### src/pstbl_pkg.sv
`timescale 1ns / 1ps
`default_nettype none
// ----------------------------------------------------------------------------
// pstbl_pkg
// shared constants, codes and types for the per-source token bucket limiter
// ----------------------------------------------------------------------------
package pstbl_pkg;

  localparam int unsigned NumSlots  = 16;
  localparam int unsigned SlotW     = $clog2(NumSlots);
  localparam int unsigned CountW    = $clog2(NumSlots + 1);
  localparam int unsigned RefillClampMs = 1000;

  typedef enum logic [1:0] {
    MODE_ADMIT  = 2'd0,
    MODE_REFILL = 2'd1,
    MODE_EVICT  = 2'd2,
    MODE_STATS  = 2'd3
  } mode_t;

  typedef enum logic [1:0] {
    ST_OK        = 2'd0,
    ST_DROPPED   = 2'd1,
    ST_FULL      = 2'd2,
    ST_NOT_FOUND = 2'd3
  } status_t;

  typedef enum logic [1:0] {
    REG_BURST = 2'd0,
    REG_RATE  = 2'd1,
    REG_EVICT = 2'd2
  } reg_idx_t;

  // one slot entry as held in the memory
  typedef struct packed {
    logic [15:0] level;
    logic [39:0] last_refill;
    logic [39:0] last_seen;
    logic [31:0] drops;
    logic [31:0] passes;
  } slot_t;

endpackage
`default_nettype wire

### src/per_source_token_bucket_limiter.sv
`timescale 1ns / 1ps
`default_nettype none
// ----------------------------------------------------------------------------
// per_source_token_bucket_limiter
// table of per-source token buckets: admit, refill all, evict idle, stats
// ----------------------------------------------------------------------------
// usage:
//   requests arrive on the s_axis group (tdata holds now_ms, source_id; tuser
//   holds mode). one result transfer leaves on m_axis for every request.
//   configuration is a plain write port (cfg_we, cfg_index, cfg_data), to be
//   used only while the block is idle; the block does not enforce this.
// sequencing:
//   one request at a time. admit and stats scan the source tags (held in
//   flip-flops with the valid bits) one slot a cycle over all 16 slots, then
//   decide. a hit then reads the entry from the registered-read memory
//   (S_READ) and modifies/writes it (S_ONE) before the result is valid.
//   a newly claimed slot needs no read and goes straight to S_ONE. table full
//   and not found answer straight from the decision. refill and evict stream
//   the 16 slots through the memory, each processed once its read data is
//   registered, with the next read already issued. the next request is taken
//   only after the result has left on m_axis.
// reset:
//   rst clears valid bits, the state and the configuration registers to their
//   defaults. memory entries are not cleared: a freed slot is rewritten when
//   it is claimed again, so no clearing pass is needed.
// stall:
//   a result waits in the output register until m_tready; no new request is
//   taken until it has gone.
// ----------------------------------------------------------------------------
module per_source_token_bucket_limiter (
  input  wire logic         clk,
  input  wire logic         rst,
  input  wire logic         s_tvalid,
  output logic              s_tready,
  input  wire logic [71:0]  s_tdata,   // source_id[31:0], now_ms[71:32]
  input  wire logic [1:0]   s_tuser,   // mode
  output logic              m_tvalid,
  input  wire logic         m_tready,
  output logic [87:0]       m_tdata,   // status, token_level, drop_total,
                                       // pass_total, active_sources, zeros
  input  wire logic         cfg_we,
  input  wire logic [1:0]   cfg_index,
  input  wire logic [31:0]  cfg_data
);
  import pstbl_pkg::*;

  typedef enum logic [5:0] {
    S_IDLE   = 6'b000001,
    S_SCAN   = 6'b000010,
    S_READ   = 6'b000100,
    S_ONE    = 6'b001000,
    S_SWEEP  = 6'b010000,
    S_OUT    = 6'b100000
  } state_t;

  state_t state;

  // configuration
  logic [15:0] burst_capacity;
  logic [15:0] refill_rate;
  logic [31:0] evict_after_ms;

  // slot tags and valid bits in flip-flops, bucket state in memory
  logic [NumSlots-1:0] slot_valid;
  logic [31:0]         slot_source [NumSlots];
  slot_t               mem [NumSlots];
  slot_t               rd_data;
  logic [SlotW-1:0]    rd_addr;
  logic                wr_en;
  logic [SlotW-1:0]    wr_addr;
  slot_t               wr_data;

  // request
  mode_t       mode;
  logic [31:0] src;
  logic [39:0] now;

  logic [SlotW:0]   idx;      // scan and sweep counter, one wider to reach the end
  logic [SlotW-1:0] hit_slot;
  logic             hit;
  logic [SlotW-1:0] free_slot;
  logic             free_found;
  logic             fresh;    // admit claimed a new slot
  logic [SlotW-1:0] rd_idx;   // slot whose read was issued last cycle
  logic             rd_ok;
  logic [SlotW-1:0] pr_idx;   // slot whose data is on rd_data
  logic             pr_ok;

  // result
  status_t     r_status;
  logic [15:0] r_level;
  logic [31:0] r_drops;
  logic [31:0] r_passes;
  logic [CountW-1:0] active;

  always_ff @(posedge clk) begin
    rd_data <= mem[rd_addr];
    if (wr_en) begin
      mem[wr_addr] <= wr_data;
    end
  end

  // active count and per-slot arithmetic
  logic [39:0] elapsed;
  logic [9:0]  elapsed_c;
  logic [25:0] credit;
  logic [26:0] sum;
  logic [39:0] idle;

  always_comb begin
    elapsed   = now - rd_data.last_refill;
    elapsed_c = (elapsed > 40'(RefillClampMs)) ? 10'(RefillClampMs) : elapsed[9:0];
    credit    = elapsed_c * refill_rate;
    sum       = {11'd0, rd_data.level} + {1'b0, credit};
    idle      = now - rd_data.last_seen;
  end

  always_comb begin
    active = '0;
    for (int i = 0; i < NumSlots; i++) begin
      active = active + CountW'(slot_valid[i]);
    end
  end

  assign s_tready = (state == S_IDLE);
  assign m_tvalid = (state == S_OUT);
  assign m_tdata  = {1'b0, active, r_passes, r_drops, r_level, r_status};

  always_ff @(posedge clk) begin
    wr_en  <= 1'b0;
    rd_ok  <= 1'b0;
    pr_ok  <= rd_ok;
    pr_idx <= rd_idx;
    if (rst) begin
      state          <= S_IDLE;
      slot_valid     <= '0;
      burst_capacity <= 16'd100;
      refill_rate    <= 16'd1;
      evict_after_ms <= 32'd60000;
    end else begin
      if (cfg_we) begin
        case (cfg_index)
          REG_BURST: burst_capacity <= cfg_data[15:0];
          REG_RATE:  refill_rate    <= cfg_data[15:0];
          REG_EVICT: evict_after_ms <= cfg_data;
          default: ;
        endcase
      end
      case (state)
        S_IDLE: begin
          if (s_tvalid) begin
            mode       <= mode_t'(s_tuser);
            src        <= s_tdata[31:0];
            now        <= s_tdata[71:32];
            idx        <= '0;
            hit        <= 1'b0;
            free_found <= 1'b0;
            fresh      <= 1'b0;
            r_status   <= ST_OK;
            r_level    <= '0;
            r_drops    <= '0;
            r_passes   <= '0;
            state      <= (mode_t'(s_tuser) == MODE_ADMIT ||
                           mode_t'(s_tuser) == MODE_STATS) ? S_SCAN : S_SWEEP;
          end
        end
        S_SCAN: begin
          // tag compare and lowest free slot, one slot a cycle
          if (idx[SlotW] == 1'b0) begin
            if (slot_valid[idx[SlotW-1:0]] && slot_source[idx[SlotW-1:0]] == src
                && !hit) begin
              hit      <= 1'b1;
              hit_slot <= idx[SlotW-1:0];
            end
            if (!slot_valid[idx[SlotW-1:0]] && !free_found) begin
              free_found <= 1'b1;
              free_slot  <= idx[SlotW-1:0];
            end
            idx <= idx + 1'b1;
          end else if (hit) begin
            rd_addr <= hit_slot;
            state   <= S_READ;
          end else if (mode == MODE_STATS) begin
            r_status <= ST_NOT_FOUND;
            state    <= S_OUT;
          end else if (!free_found) begin
            r_status <= ST_FULL;
            state    <= S_OUT;
          end else begin
            hit_slot                <= free_slot;
            fresh                   <= 1'b1;
            slot_valid[free_slot]   <= 1'b1;
            slot_source[free_slot]  <= src;
            state                   <= S_ONE;
          end
        end
        S_READ: begin
          state <= S_ONE;
        end
        S_ONE: begin
          // rd_data valid for hit_slot unless freshly claimed
          if (mode == MODE_STATS) begin
            r_level  <= rd_data.level;
            r_drops  <= rd_data.drops;
            r_passes <= rd_data.passes;
          end else begin
            slot_t e;
            e = fresh ? slot_t'{burst_capacity, now, now, 32'd0, 32'd0} : rd_data;
            e.last_seen = now;
            if (e.level == 16'd0) begin
              e.drops  = e.drops + 32'd1;
              r_status <= ST_DROPPED;
            end else begin
              e.level  = e.level - 16'd1;
              e.passes = e.passes + 32'd1;
            end
            r_level  <= e.level;
            r_drops  <= e.drops;
            r_passes <= e.passes;
            wr_en    <= 1'b1;
            wr_addr  <= hit_slot;
            wr_data  <= e;
          end
          state <= S_OUT;
        end
        S_SWEEP: begin
          // issue read idx; process the earlier read whose data is now on rd_data
          if (idx[SlotW] == 1'b0) begin
            rd_addr <= idx[SlotW-1:0];
            rd_idx  <= idx[SlotW-1:0];
            rd_ok   <= slot_valid[idx[SlotW-1:0]];
          end
          idx <= idx + 1'b1;
          if (pr_ok) begin
            wr_addr <= pr_idx;
            if (mode == MODE_REFILL) begin
              if (now > rd_data.last_refill) begin
                wr_en <= 1'b1;
                wr_data <= '{(sum > {11'd0, burst_capacity}) ? burst_capacity
                             : sum[15:0], now, rd_data.last_seen,
                             rd_data.drops, rd_data.passes};
              end
            end else if (now >= rd_data.last_seen && idle > {8'd0, evict_after_ms}) begin
              wr_en  <= 1'b1;
              wr_data <= '{burst_capacity, rd_data.last_refill, rd_data.last_seen,
                           32'd0, 32'd0};
              slot_valid[pr_idx] <= 1'b0;
            end
          end
          // last slot is processed on this edge
          if (idx == (SlotW + 1)'(NumSlots + 1)) begin
            state <= S_OUT;
          end
        end
        S_OUT: begin
          if (m_tready) begin
            state <= S_IDLE;
          end
        end
        default: state <= S_IDLE;
      endcase
    end
  end

endmodule
`default_nettype wire

### config.mk
export PLATFORM = sky130hd
export DESIGN_NAME = per_source_token_bucket_limiter
export DESIGN_NICKNAME = d
export VERILOG_FILES = /design/src/pstbl_pkg.sv /design/src/per_source_token_bucket_limiter.sv
export SDC_FILE = /design/constraint.sdc
export NUM_CORES = 2
export LEC_CHECK = 0
export BUFFER_PORTS_ARGS = -buffer_cell sky130_fd_sc_hd__clkbuf_2
export CAP_MARGIN = 40
export CORE_UTILIZATION = 40
export DETAILED_ROUTE_END_ITERATION = 16
export MAX_ROUTING_LAYER = met4
export SLEW_MARGIN = 20
export SYNTH_ARGS = -nofsm -noshare
export SYNTH_HDL_FRONTEND = slang
export SYNTH_SLANG_ARGS = --single-unit
export TNS_END_PERCENT = 50
### constraint.sdc
create_clock -name clk -period 12.98 [get_ports clk]
set_input_delay 0.649 -clock clk [delete_from_list [all_inputs] [get_ports clk]]
set_output_delay 0.649 -clock clk [all_outputs]
set_load 0.05 [all_outputs]
# Word level (Yosys, flattened, before mapping)
# Memories as Yosys holds them, arrays and structs flattened. A register that Yosys moved wholly into a read port is not among the register bits.
# Cells that the tools add are included.
[word_totals]
reg_bits = 437
ram_bits = 3072
out_inout_bits = 90
n_memories = 2
[memory_table]
columns = ["memory", "words", "width", "rd", "rd_ports_with_merged_regs", "write_ports", "line_no", "text"]
rows = [
  ["mem", 16, 160, 1, 1, 1, "per_source_token_bucket_limiter.sv:66", "slot_t mem [NumSlots];"],
  ["slot_source", 16, 32, 1, 1, 1, "per_source_token_bucket_limiter.sv:65", "logic [31:0] slot_source [NumSlots];"],
]
[classes]
add_sub_neg = 22
multipliers = 1
order_cmp = 10
n_eq_ne = 36
muxes = 94
bitwise = 6
n_reduce_logical = 40
[ops]
columns = ["op", "n"]
rows = [
  ["$mux W160", 6],
  ["$pmux W160 S2", 1],
  ["$mux W16", 11],
  ["$mux W32", 5],
  ["$pmux W32 S2", 2],
  ["$sub A40 B40 Y40", 2],
  ["$add A32 B1 Y32 const B", 2],
  ["$pmux W16 S2", 2],
  ["$add A5 B1 Y5", 11],
  ["$mux W4", 11],
  ["$mux W6", 7],
  ["$ge A40 B40 Y1", 1],
  ["$gt A40 B10 Y1 const B", 1],
  ["$gt A40 B32 Y1", 1],
  ["$gt A40 B40 Y1", 1],
  ["$ne A2 B2 Y1 const B", 18],
  ["$pmux W6 S6", 1],
  ["$eq A32 B32 Y1", 1],
  ["$add A16 B26 Y27", 1],
  ["$gt A27 B16 Y1", 1],
  ["$mul A10 B16 Y26", 1],
  ["$mux W1", 26],
  ["$and A16 B16 Y16", 1],
  ["$logic_not A16 Y1", 1],
  ["other kinds (45)", 94],
]

# Depth between registers and ports, before layout
[logic_depth]
word_depth = 15
mapped_depth = 47
ltp_nobuf = 43

# Least setup slack after synthesis
# Ideal clock, no wire load.
[synth_path]
kind = "flip-flop to flip-flop"
from = "register wr_addr[3]"
to = "memory mem[0][0] in the netlist's numbering, enable pin"
setup_ps = 875
t_arrival_ps = 11700
required_ps = 12105
setup_slack_ps = 405
path_stages_with_launch = 3
n_path_buf = 0
path_cell_list = "edfxtp_1 or3b_2 nor3_1"
[synth_rtl]
columns = ["item", "line_no", "text"]
rows = [
  ["start: declaration", "per_source_token_bucket_limiter.sv:70", "logic [SlotW-1:0] wr_addr;"],
  ["start signal: assignment", "per_source_token_bucket_limiter.sv:221", "wr_addr <= hit_slot;"],
  ["start signal: assignment", "per_source_token_bucket_limiter.sv:235", "wr_addr <= pr_idx;"],
  ["end: declaration", "per_source_token_bucket_limiter.sv:66", ""],
]
# No word-level cell before the write port.

# Worst setup path in the final report
[layout_path]
from = "register now[9]"
to = "register wr_data[146] in the netlist's numbering (data pin)"
[layout_via]
elab_chain_len = 11
[layout_lines]
columns = ["item", "line_no", "text"]
rows = [
  ["start: declaration", "per_source_token_bucket_limiter.sv:76", "logic [39:0] now;"],
  ["start signal: assignment", "per_source_token_bucket_limiter.sv:154", "now <= s_tdata[71:32];"],
  ["$sub A40 B40 Y40 *", "per_source_token_bucket_limiter.sv:111", "elapsed = now - rd_data.last_refill;"],
  ["$gt A40 B10 Y1", "per_source_token_bucket_limiter.sv:112", "elapsed_c = (elapsed > 40'(RefillClampMs)) ? 10'(RefillClampMs) : elapsed[9:0];"],
  ["$mux W10 *", "per_source_token_bucket_limiter.sv:112", ""],
  ["$mul A10 B16 Y26 *", "per_source_token_bucket_limiter.sv:113", "credit = elapsed_c * refill_rate;"],
  ["$add A16 B26 Y27 *", "per_source_token_bucket_limiter.sv:114", "sum = {11'd0, rd_data.level} + {1'b0, credit};"],
  ["$gt A27 B16 Y1", "per_source_token_bucket_limiter.sv:239", "wr_data <= '{(sum > {11'd0, burst_capacity}) ? burst_capacity"],
  ["$mux W16 *", "per_source_token_bucket_limiter.sv:239", ""],
  ["$mux W160 *", "per_source_token_bucket_limiter.sv:237", "if (now > rd_data.last_refill) begin"],
  ["$mux W160 *", "per_source_token_bucket_limiter.sv:236", "if (mode == MODE_REFILL) begin"],
  ["$mux W160 *", "per_source_token_bucket_limiter.sv:234", "if (pr_ok) begin"],
  ["$pmux W160 S2 *", "per_source_token_bucket_limiter.sv:149", "case (state)"],
  ["end signal: assignment", "per_source_token_bucket_limiter.sv:239", ""],
  ["end signal: assignment", "per_source_token_bucket_limiter.sv:245", "wr_data <= '{burst_capacity, rd_data.last_refill, rd_data.last_seen,"],
  ["end: declaration", "per_source_token_bucket_limiter.sv:71", "slot_t wr_data;"],
]
# Every way passes the cells marked *; elsewhere a longest branch is shown, timed or not. The select of a mux whose other input is x is not followed.
# A chain may end at the register's enable or synchronous reset.

==> flow_summary.json <==
{
  "dr_total_vias": 80240,
  "clk_latency_ns": 0.97,
  "dr.pass1.iters": 8,
  "instances_no_fill": 14030,
  "cts_sinks": 3673,
  "core_sq_um": 376400,
  "fillCellCount": 31300,
  "fp.dieArea_sq_um": 381700,
  "rsz0062_at_grt": "false",
  "maxCapViolCount": 0,
  "drive_gt1_frac": 0.2248,
  "drcViolationCount": 0,
  "clk_pin_slew_ns": 0.06,
  "cts_tree": "yes",
  "startpoint": "now[9]$_DFFE_PP_",
  "setup_viol": 0,
  "r2r_slack_ns": 0.61,
  "cts_buffers": 382,
  "async_flop_share": 0,
  "synth_area_per_cell_sq_um": 18.45,
  "netlist-cell-type-count": 94,
  "port_buffers": 201,
  "pre_cts_slack_ns": 0.7151,
  "final.setup.tns_ns": 0,
  "place_area_sq_um": 159800,
  "rr_startpoint": "now[9]$_DFFE_PP_",
  "rows": 225,
  "start_util": 0.4030,
  "syn_nets": 8680,
  "clockBufferDepth": 4,
  "synth_warnings": 0,
  "grt_pass1_wl_mm": 580.1,
  "dpl.hpwl_mm": 236.8,
  "drt_iter0_markers": 8153,
  "final_cell_area_sq_um": 174000,
  "hp-start": "s_tdata[35]",
  "first_global_vias": 82030,
  "vias_per_cell": 5.720,
  "place.gp.congestion": 0.9296,
  "antenna_found_initial": 31,
  "syn_to_final_growth_pct": 14.70,
  "io_pins": 203,
  "synth_seq_cells": 3673,
  "synth_ff_type": "edfxtp_1",
  "gr-total-overflow": 0,
  "synth_cells": 8221,
  "status": "finished, final reports clean",
  "crit_buf_inv": 5,
  "worstPathArrival_ns": 13.04,
  "worstMarginPinSlew_ns": 1.248,
  "cts_max_level": 5,
  "hp-class": "in2reg",
  "cpPeakStageDelay_ns": 0.61,
  "power_density_nw_per_um2": 159.8,
  "dp.cells": 13190,
  "ys_seq_area_frac": 0.7101,
  "synth_edf_count": 3416,
  "grt_usage": 0.2140,
  "cp-start-kind": "flip-flop",
  "antenna_left": 0,
  "syn_area_sq_um": 151700,
  "leakage_nw": 57.21,
  "required_ns": 13.65,
  "cp_slowest_cell": "nor4_1",
  "grt_max_degree": 145,
  "post_cts_buffers": 0,
  "cp_top_family": "simple AND/OR/NAND/NOR gates",
  "dieWidth_um": 617.8,
  "fin_crit_ns": 12.37,
  "endpoint_kind": "flip-flop",
  "path_max_fanout": 33,
  "hold_viol": 0,
  "ir_worst_vdd_v": 0.0001097,
  "setup_slack_ns": 0.6091,
  "die_h_um": 617.8,
  "slew_violations": 0,
  "post_drt_wl_per_cell_um": 28.65,
  "critical_path_class": "reg2reg",
  "routed_wirelength_mm": 401.9,
  "root_buffer": "clkbuf_16",
  "fin_crit_sh": 0.9531,
  "clock.fmax_mhz": 80.83,
  "nets": 9146,
  "fin_worst_skew_ns": 0.09194,
  "crit_top_cell": "fa_1",
  "slew_headroom": 0.1679
}
## placed cells by master, fill, tap and decap left out, types with 26 or more instances in the layout
cell and count:
edfxtp_1 3416, mux4_2 947, nand2_1 531, clkbuf_16 385
inv_1 321, a21oi_1 314, o21ai_0 253, dfxtp_1 253
nor2_1 218, ha_1 207, clkbuf_2 201, buf_4 144
fa_1 139, dlygate4sd3_1 98, clkbuf_1 83, nor2b_1 75
nand3_1 74, clkinv_2 73, nor3_1 71, nand2b_1 69
xnor2_1 67, nand4_1 65, mux2i_1 59, a21o_1 56
clkinv_1 51, xor2_1 49, bufinv_16 47, a211oi_1 46
and3_1 34, and2_1 31, nor2_4 31, o21a_1 28
o31ai_1 27, a32o_1 27, clkbuf_8 26, buf_12 26
## report_power, final
part           total [mW]  switching, mW  internal (mW)
Sequential           13.5          0.322           13.1
Combinational        3.08           1.82           1.26
Clock                11.3           4.67           6.59
Total                27.8           6.81           21.0
## final cells by class
type / instances / area (sq um) / share of cell area
well taps: 4994 / 6248 / 0.03591
clock inverters: 220 / 2656 / 0.01527
multi-input cells: 3808 / 41510 / 0.2386
diodes: 17 / 42.54 / 0.0002445
repair buffers: 500 / 4293 / 0.02467
flip-flops and latches: 3673 / 107700 / 0.6192
clock buffers: 494 / 10300 / 0.05922
inverters: 322 / 1209 / 0.006946
## worst paths after layout
check / end / depth (start not counted)
max reg2reg: wr_data[146]$_DFFE_PP_ / 39
min reg2reg: pr_idx[0]$_DFF_P_ / 0
max: wr_data[146]$_DFFE_PP_ / 39
min: now[3]$_DFFE_PP_ / 1
## state kept, by name, indices dropped and copies added, names as in the netlist, 32 cells and up, named ones only
| register | count |
|---|---|
| mem | 2560 |
| src | 32 |
| r_passes | 32 |
| now | 40 |
| slot_source | 512 |
| evict_after_ms | 32 |
| r_drops | 32 |
| wr_data | 160 |
| rd_data | 160 |
## metrics by stage
step	utilization	hold WS, ns	total power, mW
after floorplan	-	0.3096	15.73
after global placement	0.4226	0.3212	16.70
after detailed placement	0.4244	0.3189	16.74
after CTS	0.4615	0.0009840	28.00
after global routing	0.4622	-0.001327	28.69
final	0.4623	0.04660	27.80
## cell families (layout without fill, tap and decap cells)
kind of cell	Yosys count	count (layout)	synth area share
adders and majority gates	346	346	0.03542
xor gates and xnor gates	117	117	0.006755
and+or+nand+nor	1394	1394	0.04558
other	1	18	0.00002472
muxes	1014	1014	0.1451
AOI/OAI and AO/OA	936	936	0.03835
buffers and inverters	740	1536	0.01867
DFF	3673	3673	0.7101
## synth_stat cells (25+ instances only)
cell type  instances  area, sq um
nand4_1           65        406.6
nor3_1            75        375.4
a211oi_1          47        352.8
nand3_1           76        380.4
o21ai_0          253         1266
mux2i_1           59        590.6
and2_1            32        200.2
edfxtp_1        3416       102600
o211ai_1          25        187.7
clkbuf_1         288         1081
nand2_1          535         2008
mux4_2           947        21330
xor2_1            50        437.9
nand2b_1          70        437.9
nor2_1           249        934.7
dfxtp_1          257         5145
buf_1             99        371.6
a32o_1            27        270.3
inv_1            321         1205
a21oi_1          315         1577
buf_2             26        130.1
xnor2_1           67        586.8
o31ai_1           28        210.2
fa_1             139         2783
ha_1             207         2590
and3_1            35        219.0
a21o_1            56        420.4
nor2b_1           75        469.2
o21a_1            28        210.2
## what timing repair did
action	4_1_cts	5_1_grt
hold buffers	97	1
endpoints found under the setup margin	0	16
endpoints found under the hold margin	114	1
resized for setup	0	3
## metal layers
metal | track usage | vias up | part of all wire
li1 | - | 33910 | -
met1 | 0.2880 | 43030 | 0.42
met2 | 0.3440 | 2675 | 0.49
met3 | 0.02382 | 628 | 0.054
met4 | 0.06576 | 0 | 0.034
met5 | - | - | 0
No activity file was read; power rests on OpenSTA's default activity.
